<file path="config.mk">
export PLATFORM = sky130hd
export DESIGN_NAME = char_lcd_nibble_bus_sequencer
export DESIGN_NICKNAME = d
export VERILOG_FILES = /design/src/hw/rtl/clcd_pkg.sv /design/src/hw/rtl/clcd_front.sv /design/src/hw/rtl/clcd_queue.sv /design/src/hw/rtl/clcd_back.sv /design/src/hw/rtl/char_lcd_nibble_bus_sequencer.sv
export SDC_FILE = /design/constraint.sdc
export NUM_CORES = 1
export LEC_CHECK = 0
export ABC_AREA = 1
export BUFFER_PORTS_ARGS = -buffer_cell sky130_fd_sc_hd__buf_4
export CAP_MARGIN = 40
export CORE_MARGIN = 2
export CORE_UTILIZATION = 45
export CTS_BUF_LIST = sky130_fd_sc_hd__clkbuf_8
export DETAILED_ROUTE_END_ITERATION = 8
export PLACE_DENSITY = 0.68
export RECOVER_POWER = 100
export SLEW_MARGIN = 20
export SYNTH_ARGS = -nofsm -noshare
export SYNTH_HDL_FRONTEND = slang
export SYNTH_HIERARCHICAL = 1
export SYNTH_SLANG_ARGS = --single-unit
</file>
<file path="constraint.sdc">
create_clock -name clk -period 3.65 [get_ports clk]
set_clock_uncertainty 0.1 [all_clocks]
set_input_delay 0.73 -clock clk [delete_from_list [all_inputs] [get_ports clk]]
set_output_delay 0.73 -clock clk [all_outputs]
set_load 0.05 [all_outputs]
</file>
<file path="src/hw/rtl/clcd_pkg.sv">
// Shared types, codes and constant tables for the character LCD nibble bus sequencer.
// No dependencies; imported by every module of the block.
package clcd_pkg;

  localparam int COLUMNS   = 16;
  localparam int INIT_CMDS = 7;
  localparam int STEP_W    = 3;
  localparam int QDEPTH    = 4;
  localparam int QPTR_W    = $clog2(QDEPTH);
  localparam int QCNT_W    = $clog2(QDEPTH + 1);

  // Input item kinds.
  localparam logic [2:0] KIND_CMD    = 3'd0;
  localparam logic [2:0] KIND_DATA   = 3'd1;
  localparam logic [2:0] KIND_CURSOR = 3'd2;
  localparam logic [2:0] KIND_INIT   = 3'd3;
  localparam logic [2:0] KIND_BUSY   = 3'd4;

  // Result phases.
  localparam logic [1:0] PHASE_NIBBLE = 2'd0;
  localparam logic [1:0] PHASE_POLL   = 2'd1;
  localparam logic [1:0] PHASE_REFUSE = 2'd2;

  // Wait codes.
  localparam logic [1:0] WAIT_NONE = 2'd0;
  localparam logic [1:0] WAIT_1MS  = 2'd1;
  localparam logic [1:0] WAIT_5MS  = 2'd2;
  localparam logic [1:0] WAIT_50MS = 2'd3;

  // Job codes passed from the front to the back.
  localparam logic [1:0] JOB_REFUSE = 2'd0;
  localparam logic [1:0] JOB_POLL   = 2'd1;
  localparam logic [1:0] JOB_BYTE   = 2'd2;
  localparam logic [1:0] JOB_INIT   = 2'd3;

  // Cursor row bases.
  localparam logic [7:0] ROW1_BASE = 8'h80;
  localparam logic [7:0] ROW2_BASE = 8'hC0;
  localparam logic [7:0] ROW3_BASE = 8'(8'h80 + COLUMNS);
  localparam logic [7:0] ROW4_BASE = 8'(8'hC0 + COLUMNS);

  localparam logic [3:0] NIB_RELEASE = 4'hF;

  typedef struct packed {
    logic [1:0]        code;
    logic              rs;
    logic [7:0]        data;
    logic              poll;
    logic              wake;
    logic [STEP_W-1:0] start;
    logic [STEP_W-1:0] count;
    logic [1:0]        first_wait;
  } job_t;

  function automatic logic [7:0] init_cmd(input logic [STEP_W-1:0] idx);
    logic [7:0] v;
    case (idx)
      3'd0:    v = 8'h28;
      3'd1:    v = 8'h01;
      3'd2:    v = 8'h08;
      3'd3:    v = 8'h0C;
      3'd4:    v = 8'h06;
      3'd5:    v = 8'h0F;
      3'd6:    v = 8'h01;
      default: v = 8'h01;
    endcase
    return v;
  endfunction

  function automatic logic [3:0] wake_nib(input logic [1:0] idx);
    return (idx == 2'd3) ? 4'h2 : 4'h3;
  endfunction

  function automatic logic [1:0] wake_wait(input logic [1:0] idx);
    logic [1:0] v;
    case (idx)
      2'd0:    v = WAIT_50MS;
      2'd1:    v = WAIT_5MS;
      default: v = WAIT_1MS;
    endcase
    return v;
  endfunction

endpackage

</file>
<file path="src/hw/rtl/clcd_front.sv">
// Front end: accepts input beats, tracks poll and init state, and emits at most one job per beat.
// Depends on clcd_pkg.
module clcd_front
  import clcd_pkg::*;
(
  input  logic        clk,
  input  logic        rst,
  input  logic        cfg_write,
  input  logic        cfg_data,
  input  logic        accept,
  input  logic [2:0]  kind,
  input  logic [7:0]  byte_value,
  input  logic [2:0]  row,
  input  logic [4:0]  column,
  input  logic        busy_level,
  output logic        push,
  output job_t        job
);

  logic              skip;
  logic              poll_pending, poll_pending_next;
  logic              init_active, init_active_next;
  logic [STEP_W-1:0] init_step, init_step_next;

  logic [7:0]        col8, colc, base, cursor_byte;
  logic              row_ok;
  logic [STEP_W-1:0] cnt;
  logic [STEP_W:0]   step_end;

  always_comb begin
    col8 = {3'b000, column};
    if (col8 == 8'd0) begin
      colc = 8'd1;
    end else if (col8 > 8'(COLUMNS)) begin
      colc = 8'(COLUMNS);
    end else begin
      colc = col8;
    end
    row_ok = 1'b1;
    case (row)
      3'd1:    base = ROW1_BASE;
      3'd2:    base = ROW2_BASE;
      3'd3:    base = ROW3_BASE;
      3'd4:    base = ROW4_BASE;
      default: begin
        base   = ROW1_BASE;
        row_ok = 1'b0;
      end
    endcase
    cursor_byte = base + colc - 8'd1;
  end

  always_comb begin
    push              = 1'b0;
    job               = '0;
    poll_pending_next = poll_pending;
    init_active_next  = init_active;
    init_step_next    = init_step;
    cnt               = skip ? STEP_W'(INIT_CMDS) - init_step : STEP_W'(1);
    step_end          = {1'b0, init_step} + {1'b0, cnt};
    if (accept) begin
      if (poll_pending && kind != KIND_BUSY) begin
        push     = 1'b1;
        job.code = JOB_REFUSE;
      end else begin
        case (kind)
          KIND_CMD, KIND_DATA: begin
            push              = 1'b1;
            job.code          = JOB_BYTE;
            job.rs            = (kind == KIND_DATA);
            job.data          = byte_value;
            job.poll          = !skip;
            poll_pending_next = !skip;
          end
          KIND_CURSOR: begin
            if (row_ok) begin
              push              = 1'b1;
              job.code          = JOB_BYTE;
              job.data          = cursor_byte;
              job.poll          = !skip;
              poll_pending_next = !skip;
            end
          end
          KIND_INIT: begin
            push              = 1'b1;
            job.code          = JOB_INIT;
            job.wake          = 1'b1;
            job.start         = '0;
            job.count         = skip ? STEP_W'(INIT_CMDS) : STEP_W'(1);
            job.poll          = !skip;
            job.first_wait    = WAIT_1MS;
            init_step_next    = job.count;
            init_active_next  = (job.count < STEP_W'(INIT_CMDS));
            poll_pending_next = !skip;
          end
          KIND_BUSY: begin
            if (poll_pending) begin
              if (busy_level) begin
                push     = 1'b1;
                job.code = JOB_POLL;
              end else begin
                poll_pending_next = 1'b0;
                if (init_active) begin
                  if (init_step < STEP_W'(INIT_CMDS)) begin
                    // Released poll during init: next command, or all the rest when skipping.
                    push              = 1'b1;
                    job.code          = JOB_INIT;
                    job.start         = init_step;
                    job.count         = cnt;
                    job.poll          = !skip;
                    job.first_wait    = WAIT_NONE;
                    init_step_next    = step_end[STEP_W-1:0];
                    init_active_next  = (step_end < (STEP_W + 1)'(INIT_CMDS));
                    poll_pending_next = !skip;
                  end else begin
                    init_active_next = 1'b0;
                  end
                end
              end
            end
          end
          default: begin
          end
        endcase
      end
    end
  end

  always_ff @(posedge clk) begin
    if (rst) begin
      skip         <= 1'b0;
      poll_pending <= 1'b0;
      init_active  <= 1'b0;
      init_step    <= '0;
    end else begin
      if (cfg_write) begin
        skip <= cfg_data;
      end
      poll_pending <= poll_pending_next;
      init_active  <= init_active_next;
      init_step    <= init_step_next;
    end
  end

endmodule

</file>
<file path="src/hw/rtl/clcd_queue.sv">
// Short job queue between the front and back ends.
// Depends on clcd_pkg for the job type and depth.
module clcd_queue
  import clcd_pkg::*;
(
  input  logic clk,
  input  logic rst,
  input  logic push,
  input  job_t wr_job,
  input  logic pop,
  output job_t rd_job,
  output logic not_empty,
  output logic full
);

  job_t              slots [QDEPTH];
  logic [QPTR_W-1:0] wr_ptr, rd_ptr;
  logic [QCNT_W-1:0] count;

  assign full      = (count == QCNT_W'(QDEPTH));
  assign not_empty = (count != '0);
  assign rd_job    = slots[rd_ptr];

  always_ff @(posedge clk) begin
    if (push) begin
      slots[wr_ptr] <= wr_job;
    end
  end

  always_ff @(posedge clk) begin
    if (rst) begin
      wr_ptr <= '0;
      rd_ptr <= '0;
      count  <= '0;
    end else begin
      if (push) begin
        wr_ptr <= wr_ptr + QPTR_W'(1);
      end
      if (pop) begin
        rd_ptr <= rd_ptr + QPTR_W'(1);
      end
      count <= count + QCNT_W'(push) - QCNT_W'(pop);
    end
  end

endmodule

</file>
<file path="src/hw/rtl/clcd_back.sv">
// Back end: expands queued jobs into bus phase beats, one per cycle while out_stall allows, into an output register.
// Depends on clcd_pkg.
module clcd_back
  import clcd_pkg::*;
(
  input  logic       clk,
  input  logic       rst,
  input  logic       q_valid,
  input  job_t       q_job,
  output logic       q_pop,
  output logic       out_valid,
  input  logic       out_stall,
  output logic [1:0] phase,
  output logic       reg_select,
  output logic [3:0] nibble,
  output logic [1:0] wait_before,
  output logic       long_strobe,
  output logic       last
);

  localparam logic [2:0] ST_WAKE = 3'd0;
  localparam logic [2:0] ST_HI   = 3'd1;
  localparam logic [2:0] ST_LO   = 3'd2;
  localparam logic [2:0] ST_POLL = 3'd3;
  localparam logic [2:0] ST_REF  = 3'd4;

  logic              active;
  job_t              cur;
  logic [2:0]        stage;
  logic [1:0]        wcnt;
  logic [STEP_W-1:0] idx;
  logic [STEP_W-1:0] rem;
  logic              first;

  logic       emit, is_last;
  logic [7:0] cur_byte;
  logic [1:0] e_phase, e_wait;
  logic       e_rs, e_long;
  logic [3:0] e_nib;

  assign emit     = active && (!out_valid || !out_stall);
  assign cur_byte = (cur.code == JOB_BYTE) ? cur.data : init_cmd(idx);
  assign q_pop    = q_valid && (!active || (emit && is_last));

  always_comb begin
    e_phase = PHASE_NIBBLE;
    e_rs    = 1'b0;
    e_nib   = 4'h0;
    e_wait  = WAIT_NONE;
    e_long  = 1'b0;
    is_last = 1'b0;
    case (stage)
      ST_WAKE: begin
        e_nib  = wake_nib(wcnt);
        e_wait = wake_wait(wcnt);
        e_long = 1'b1;
      end
      ST_HI: begin
        e_rs   = cur.rs;
        e_nib  = cur_byte[7:4];
        e_wait = first ? cur.first_wait : WAIT_NONE;
      end
      ST_LO: begin
        e_rs    = cur.rs;
        e_nib   = cur_byte[3:0];
        is_last = !cur.poll && (rem == STEP_W'(1));
      end
      ST_POLL: begin
        e_phase = PHASE_POLL;
        e_nib   = NIB_RELEASE;
        is_last = (rem == STEP_W'(1));
      end
      ST_REF: begin
        e_phase = PHASE_REFUSE;
        is_last = 1'b1;
      end
      default: begin
        is_last = 1'b1;
      end
    endcase
  end

  always_ff @(posedge clk) begin
    if (rst) begin
      active <= 1'b0;
    end else if (q_pop) begin
      active <= 1'b1;
    end else if (emit && is_last) begin
      active <= 1'b0;
    end
  end

  // Job sequencing registers; the active flag above qualifies them.
  always_ff @(posedge clk) begin
    if (q_pop) begin
      cur   <= q_job;
      wcnt  <= 2'd0;
      first <= 1'b1;
      idx   <= (q_job.code == JOB_INIT) ? q_job.start : '0;
      rem   <= (q_job.code == JOB_INIT) ? q_job.count : STEP_W'(1);
      case (q_job.code)
        JOB_REFUSE: stage <= ST_REF;
        JOB_POLL:   stage <= ST_POLL;
        JOB_BYTE:   stage <= ST_HI;
        default:    stage <= q_job.wake ? ST_WAKE : ST_HI;
      endcase
    end else if (emit) begin
      case (stage)
        ST_WAKE: begin
          if (wcnt == 2'd3) begin
            stage <= ST_HI;
          end
          wcnt <= wcnt + 2'd1;
        end
        ST_HI: begin
          stage <= ST_LO;
          first <= 1'b0;
        end
        ST_LO, ST_POLL: begin
          if (stage == ST_LO && cur.poll) begin
            stage <= ST_POLL;
          end else begin
            stage <= ST_HI;
            idx   <= idx + STEP_W'(1);
            rem   <= rem - STEP_W'(1);
          end
        end
        default: begin
        end
      endcase
    end
  end

  always_ff @(posedge clk) begin
    if (rst) begin
      out_valid <= 1'b0;
    end else if (emit) begin
      out_valid <= 1'b1;
    end else if (!out_stall) begin
      out_valid <= 1'b0;
    end
  end

  always_ff @(posedge clk) begin
    if (emit) begin
      phase       <= e_phase;
      reg_select  <= e_rs;
      nibble      <= e_nib;
      wait_before <= e_wait;
      long_strobe <= e_long;
      last        <= is_last;
    end
  end

endmodule

</file>
<file path="src/hw/rtl/char_lcd_nibble_bus_sequencer.sv">
// Top level of the character LCD nibble bus sequencer: front end, job queue, back end.
// Depends on clcd_pkg, clcd_front, clcd_queue and clcd_back.
//
//   Channel   Signals                                        Direction
//   config    cfg_write, cfg_data                            in
//   item      in_valid, in_stall, kind..busy_level           in (stall out)
//   phase     out_valid, out_stall, phase..last              out (stall in)
//
// An item is taken whenever the four-entry job queue has room.
// The back end sends one phase beat per cycle while out_stall is low: two for a byte, three with a poll,
// up to eighteen for an init; a queued next job is popped in the same cycle as the last beat.
// Reset is synchronous and clears the poll, init and skip state and the queue.
// in_stall is high only while the job queue is full; out_stall holds the output register.
module char_lcd_nibble_bus_sequencer
  import clcd_pkg::*;
(
  input  logic       clk,
  input  logic       rst,
  input  logic       cfg_write,
  input  logic       cfg_data,
  input  logic       in_valid,
  output logic       in_stall,
  input  logic [2:0] kind,
  input  logic [7:0] byte_value,
  input  logic [2:0] row,
  input  logic [4:0] column,
  input  logic       busy_level,
  output logic       out_valid,
  input  logic       out_stall,
  output logic [1:0] phase,
  output logic       reg_select,
  output logic [3:0] nibble,
  output logic [1:0] wait_before,
  output logic       long_strobe,
  output logic       last
);

  logic accept, q_push, q_pop, q_valid, q_full;
  job_t wr_job, rd_job;

  assign in_stall = q_full;
  assign accept   = in_valid && !in_stall;

  clcd_front u_front (
    .clk        (clk),
    .rst        (rst),
    .cfg_write  (cfg_write),
    .cfg_data   (cfg_data),
    .accept     (accept),
    .kind       (kind),
    .byte_value (byte_value),
    .row        (row),
    .column     (column),
    .busy_level (busy_level),
    .push       (q_push),
    .job        (wr_job)
  );

  clcd_queue u_queue (
    .clk       (clk),
    .rst       (rst),
    .push      (q_push),
    .wr_job    (wr_job),
    .pop       (q_pop),
    .rd_job    (rd_job),
    .not_empty (q_valid),
    .full      (q_full)
  );

  clcd_back u_back (
    .clk         (clk),
    .rst         (rst),
    .q_valid     (q_valid),
    .q_job       (rd_job),
    .q_pop       (q_pop),
    .out_valid   (out_valid),
    .out_stall   (out_stall),
    .phase       (phase),
    .reg_select  (reg_select),
    .nibble      (nibble),
    .wait_before (wait_before),
    .long_strobe (long_strobe),
    .last        (last)
  );

`ifndef SYNTHESIS
  // The front never pushes a job into a full queue.
  assert property (@(posedge clk) disable iff (rst) q_push |-> !q_full)
    else $error("job pushed into full queue");

  // A refused beat always closes its item.
  assert property (@(posedge clk) disable iff (rst)
    (out_valid && phase == PHASE_REFUSE) |-> last)
    else $error("refused beat not marked last");

  // Long strobes appear only on wake-up nibble writes, which always carry a wait.
  assert property (@(posedge clk) disable iff (rst)
    (out_valid && long_strobe) |-> (phase == PHASE_NIBBLE && wait_before != WAIT_NONE))
    else $error("long strobe on a non wake-up beat");
`endif

endmodule
</file>
==> results_dict.tcl, run 1 <==
set metrics [dict create \
    status "complete, no violations" \
    totalWireLength_um 12900 \
    hold_class "register to register" \
    p_per_area_nw_per_um2 703 \
    drc 0 \
    synth.area.mux_share_pct 0 \
    cp.depth 13 \
    synth_top_flop_cell "edfxtp_1" \
    finalPower_mw 5.46 \
    synth_compound_area_share_pct 11.1 \
    rows 45 \
    yosysWarnings 6 \
    portBuffers 38 \
    synth-xor-area-share_pct 0.374 \
    synth_fp_nets 758 \
    finalCoreUtilization_pct 50.9 \
    min_path_cells 2 \
    holdWs_ps 375 \
    netlist_instances 701 \
    synthAdderAreaFrac_pct 5.73 \
    finalCritPeriodShare_pct 82.3 \
    clock_latency_ps 430 \
    cts-resized-gates 0 \
    grt_pass1_wl_um 21900 \
    synth_seq_cells 138 \
    nets 809 \
    synth_top_family_by_area "simple AND/OR/NAND/NOR gates" \
    hold_viol_final 0 \
    tns_ps 0 \
    h-tree-depth 4 \
    synth_enable_flop_cells 118 \
    root_buffer "clkbuf_8" \
    design.die.area_um2 16600 \
    stdcell_count 976 \
    die-width_um 129 \
    pin_count 39 \
    overflow 0 \
    ir_drop_mv 0.308 \
    startpoint_type "register" \
    syn_area_per_cell_um2 10.0 \
    critPathMaxStageDelay_ps 650 \
    post-route-min-period_ps 3010 \
    crit_chain "nor3_1, nand2_1, nand2_1, nand2_1, nand2_4, nand2_4, inv_1, ha_1, inv_1, ha_1, fa_1, inv_1, nor2_1" \
    yosysTopAreaCell "edfxtp_1" \
    clock-sinks 138 \
    max_slew_margin_pct 30.6 \
    finalSetupViolations 0 \
    arrival_ps 3230 \
    crit_type "register to register" \
    cts_buffers 17 \
    drive_above_1_share_pct 15.0 \
    rsz0062_at_grt "no" \
    fill_cells 1402 \
    maxCapViolCount 0 \
    grt_use_total_pct 16.9 \
    dp_hpwl_um 9190 \
    synthDistinctLibCells 40 \
    netlist_area_um2 7030 \
    start_util_pct 46.1 \
    viasPerCell 4.91 \
    cp_max_fo 13 \
    place_congestion 0.809 \
    drt_iter0_markers 334 \
    crit_buf_inv 3 \
    cp_top_family "simple AND/OR/NAND/NOR gates" \
    drt_first_pass_iters 5 \
    grt_antenna_before_repair 0 \
    synth_seq_area_share_pct 56.1 \
    drtAntennaViolNets 0 \
    postCtsSetupBuffers 0 \
    critPathRequiredTime_ps 3870 \
    cts.path.max_buffers 2 \
    syn2layout_area_growth_pct 10.5 \
    end_kind "register" \
    synth_area_leaders "edfxtp_1, nand2_1, inv_1" \
    seqCellArea_um2 3940 \
    diodes 0 \
    slew_violations 0 \
    fmaxAchievable_ghz 0.333 \
    synth_async_sr_flop_share_pct 0 \
    p_leak_nw 3.33 \
    wl_per_cell_um 13.3 \
    post-place-cells 944 \
    multi_input_area_um2 2370 \
    core-area_um2 15300 \
    hold_buffers 0 \
    grt_max_degree 48 \
    r2r_cells 13 \
    tightest_slew_ps 1040 \
    cp_slowest_cell "nor3_1" \
    synthSimpleGateAreaFrac_pct 16.9 \
    grt_pass1_vias 4686 \
    clk_pin_slew_ps 70 \
    yosysTopAreaCellShare_pct 50.4 \
    via_count 4792 \
    die_h_um 129 \
    cts_tree "built" \
]
[cells by family (layout without fill, tap and decap cells)]
| kind of cell | after synthesis | after routing |
|---|---|---|
| compound gates | 121 | 121 |
| xor+xnor | 3 | 3 |
| fa+ha+maj | 31 | 31 |
| buf+inv | 148 | 212 |
| flops | 138 | 138 |
| other cells | 1 | 1 |
| simple gates | 259 | 259 |
[layout by cell type (no fill, tap or decap), types with 3 or more instances in the layout]
cell type	netlist	final
bufinv_16	0	3
edfxtp_1	118	118
nand4_1	5	5
nand2_4	5	5
a211oi_1	3	3
nand3_1	27	27
clkbuf_1	0	15
dfxtp_1	20	20
o21ai_0	32	34
nand2_1	132	134
nand2_2	21	19
nor2_1	48	52
buf_4	3	27
nor3_1	6	8
nor2_2	6	3
ha_1	29	29
inv_1	129	134
a21oi_1	51	51
o211ai_2	21	21
o21ai_1	9	7
clkbuf_2	0	5
clkbuf_8	1	19
[routing by layer]
layer  track usage (%)  part of all wire [%]
met1              21.3                    45
met2              28.6                    49
met3              3.99                   3.9
met4              6.07                   1.6
met5                 0                     0
[final timing paths]
kind	startpoint	to	slack, ps
setup / recovery	u_back/stage[2]$_SDFFCE_PP0P_	u_queue/count[1]$_SDFF_PP0_	640
hold / removal	u_queue/rd_ptr[1]$_SDFFE_PP0P_	u_queue/rd_ptr[1]$_SDFFE_PP0P_	380
setup reg to reg	u_back/stage[2]$_SDFFCE_PP0P_	u_queue/count[1]$_SDFF_PP0_	640
hold reg to reg	u_queue/rd_ptr[1]$_SDFFE_PP0P_	u_queue/rd_ptr[1]$_SDFFE_PP0P_	380
[registers in the layout, indices dropped and copies added (netlist names), 2 cells and up, named ones only]
signal and cells:
u_queue/slots 84, u_back/cur 14, u_back/nibble 4, u_back/idx 3, u_back/rem 3, u_back/stage 3
u_front/init_step 3, u_queue/count 3, u_back/phase 2, u_back/wait_before 2, u_back/wcnt 2, u_queue/rd_ptr 2
u_queue/wr_ptr 2
[Yosys cell counts, types with 2 or more instances]
| master | n |
|---|---|
| nor3_1 | 6 |
| a21oi_1 | 51 |
| nand2_1 | 132 |
| buf_2 | 2 |
| buf_6 | 5 |
| a211oi_1 | 3 |
| o211ai_2 | 21 |
| inv_2 | 2 |
| nand2_2 | 21 |
| nand4_1 | 5 |
| inv_1 | 129 |
| o21ai_1 | 9 |
| buf_8 | 2 |
| nand2_4 | 5 |
| nand3_1 | 27 |
| nor2_4 | 3 |
| nor2_1 | 48 |
| buf_12 | 2 |
| xor2_1 | 2 |
| or2_2 | 2 |
| nor2_2 | 6 |
| fa_1 | 2 |
| buf_4 | 3 |
| dfxtp_1 | 20 |
| o21ai_0 | 32 |
| ha_1 | 29 |
| edfxtp_1 | 118 |
| clkbuf_4 | 2 |
[cell type report]
type / instances / share of cell area (%)
clock buffer: 19 / 3.37
tap: 211 / 3.40
timing repair buffer: 49 / 3.85
multi-input combinational: 415 / 30.5
clock inverter: 13 / 1.77
inverter: 131 / 6.33
sequential: 138 / 50.8
[worst register-to-register path: stages (launching register included)]
cell      delay [ps]
edfxtp_1         450
nor3_1           650
nand2_1          110
nand2_1          130
nand2_1          100
nand2_4          130
nand2_4          120
inv_1            150
ha_1             250
inv_1             60
ha_1             160
fa_1             420
inv_1             60
nor2_1            30
[power by group]
part | total [mW] | internal, mW | switching, mW
registers | 2.33 | 2.14 | 0.189
clock network | 1.23 | 0.695 | 0.537
logic | 1.90 | 0.567 | 1.33
[through the flow]
stage | setup WS (ps) | area [µm²]
after global placement | 689 | 7470
after detailed placement | 548 | 7470
final | 644 | 7760
after floorplan | 568 | 7030
after CTS | 950 | 7870
after global routing | 447 | 7760
Note: power is estimated with default switching activity, not from simulation.
==> run 2, diff against run 1 <==
==> constraint.sdc (replaced) <==
create_clock -name clk -period 3.15 [get_ports clk]
set_clock_uncertainty 0.1 [all_clocks]
set_input_delay 0.63 -clock clk [delete_from_list [all_inputs] [get_ports clk]]
set_output_delay 0.63 -clock clk [all_outputs]
set_load 0.05 [all_outputs]
==> run 2 against run 1 <==
Effect of this change:
- non-clock buffer count stayed put
- largest cell class unchanged
- critical path depth decreased by 6
- critical path type unchanged
- maximum frequency is 7.7% higher
- via count down 1.1%
- sequential share of layout area shrank 0.83 points
- register-to-register slack worse by 280 ps
- critical endpoint is now u_back/stage[0]$_DFFE_PP_
- design area rose by 1.7%
- worst hold slack got worse by 75 ps
- combinational power rose by 15%
- power increased by 20%
- global-route usage shrank 0.42 points
- clock power up 36%
==> results_dict.tcl, run 2 (synthesis results as in run 1) <==
set metrics [dict create \
    crit_chain "clkbuf_1, a21oi_1, o21ai_0, nand2_1, a21oi_1, nand3_1, nand2_1" \
    via_count 4738 \
    tightest_slew_ps 1200 \
    ir_drop_mv 0.372 \
    grtUsageMet3_pct 3.70 \
    fmaxAchievable_ghz 0.358 \
    grtUsageMet1_pct 19.3 \
    end_kind "register" \
    rrSetupSlack_ps 360 \
    finalCoreUtilization_pct 51.8 \
    seqCellArea_um2 3950 \
    wl_per_cell_um 13.1 \
    slew_violations 0 \
    seqPwrFrac_pct 41.4 \
    post-route-min-period_ps 2790 \
    grt-busiest-layer "met2" \
    cp_max_fo 34 \
    critPathRequiredTime_ps 3380 \
    multi_input_area_um2 2380 \
    nets 809 \
    crit_type "register to register" \
    finalPower_mw 6.56 \
    hold_viol_final 0 \
    syn2layout_area_growth_pct 12.4 \
    p_per_area_nw_per_um2 831 \
    grt_use_total_pct 16.5 \
    drt_iter0_markers 354 \
    cts_buffers 17 \
    maxCapViolCount 0 \
    hold_buffers 0 \
    tns_ps 0 \
    cp.depth 7 \
    fin_area_um2 7900 \
    critPathMaxStageDelay_ps 950 \
    max_slew_margin_pct 20.3 \
    netSwitchingPower_mw 2.42 \
    grt_pass1_vias 4613 \
    viasPerCell 4.85 \
    p_comb_share_pct 33.2 \
    design.die.area_um2 16600 \
    cp_slowest_cell "clkbuf_1" \
    die_h_um 129 \
    root_buffer "clkbuf_8" \
    place_congestion 0.834 \
    cts.path.max_buffers 2 \
    startpoint_type "register" \
    cp_top_family "buffers and inverters" \
    hold_class "input pin to register" \
    drt_first_pass_iters 5 \
    h-tree-depth 4 \
    drive_above_1_share_pct 15.6 \
    clk_pin_slew_ps 80 \
    internal_power_mw 4.14 \
    cts-resized-gates 0 \
    status "complete, no violations" \
    use_met2_pct 28.9 \
    fill_cells 1333 \
    rr_endpoint "u_back/stage[0]$_DFFE_PP_" \
    mostFrequentLayoutCells "nand2_1, inv_1, edfxtp_1" \
    post-place-cells 944 \
    cts_tree "built" \
    rows 45 \
    dp_slack_ps 143 \
    totalWireLength_um 12800 \
    clock-sinks 138 \
    largest_reg_flops 84 \
    postCtsSetupBuffers 0 \
    overflow 0 \
    portBuffers 38 \
    grt_max_degree 35 \
    worstSetupEndpoint "u_back/stage[0]$_DFFE_PP_" \
    r2r_cells 7 \
    drtAntennaViolNets 0 \
    diodes 0 \
    core-area_um2 15300 \
    netSwitchingFraction_pct 36.9 \
    crit_buf_inv 1 \
    drc 0 \
    finalSetupViolations 0 \
    arrival_ps 3020 \
    mostFrequentLayoutCell "nand2_1" \
    top_register "u_queue/slots" \
    placed_area_um2 7520 \
    worst_slack_ps 360 \
    pin_count 39 \
    rsz0062_at_grt "no" \
    start_util_pct 46.1 \
    die-width_um 129 \
    clkPwrFrac_pct 25.4 \
    clock_latency_ps 450 \
    grt_pass1_wl_um 21000 \
    dp_hpwl_um 9220 \
    finalCritPeriodShare_pct 88.6 \
    p_leak_nw 3.35 \
    grt_antenna_before_repair 0 \
    holdCritStartpoint "cfg_data" \
    stdcell_count 976 \
    holdWs_ps 301 \
    top_regs "u_queue/slots: 84 flops, u_back/cur: 14 flops, u_back/nibble: 4 flops" \
]
[run 2: cell types whose count changed in the layout (fill, tap and decap cells not counted), sizes merged]
cell      before  now
buf           27   30
clkinv         3    6
clkbuf        41   36
bufinv         3    6
clkinvlp       2    3
inv          136  131
[run 2: worst min-delay path by stage]
stage,endpoint,slack [ps],cells after the start
after detailed placement,u_queue/rd_ptr[1]$_SDFFE_PP0P_,360,2
after global placement,register,350,2
after CTS,u_front/skip$_SDFFE_PP0P_,280,3
final,u_front/skip$_SDFFE_PP0P_,300,3
after floorplan,register,340,2
after global routing,u_front/skip$_SDFFE_PP0P_,300,3
[run 2: worst register-to-register path: stages, from the launching register on]
cell and delay [ps]:
dfxtp_2 810, clkbuf_1 970, a21oi_1 180, o21ai_0 120, nand2_1 100, a21oi_1 190
nand3_1 110, nand2_1 90
[run 2: final cells by class]
cell class              count  share of cell area, %
flip-flops and latches    138                   50.0
multi-input cells         415                   30.2
inverters                 131                   6.23
repair buffers             49                   4.45
well taps                 211                   3.34
clock buffers              17                   2.96
clock inverters            15                   2.90
[run 2: metal layers]
layer  share of wire, %  vias to the layer above
met1                 43                     2205
met5                  0                        -
met3                4.6                       20
met4                2.2                        0
met2                 50                      109
li1                   -                     2404
[run 2: power groups by stage]
stage / Combinational, mW / Clock, mW / Sequential, mW
after floorplan: 1.71 / 0 / 2.87
after global placement: 2.21 / 0 / 2.75
after detailed placement: 2.28 / 0 / 2.76
after CTS: 2.28 / 1.69 / 2.72
after global routing: 2.47 / 1.76 / 2.76
final: 2.18 / 1.67 / 2.72
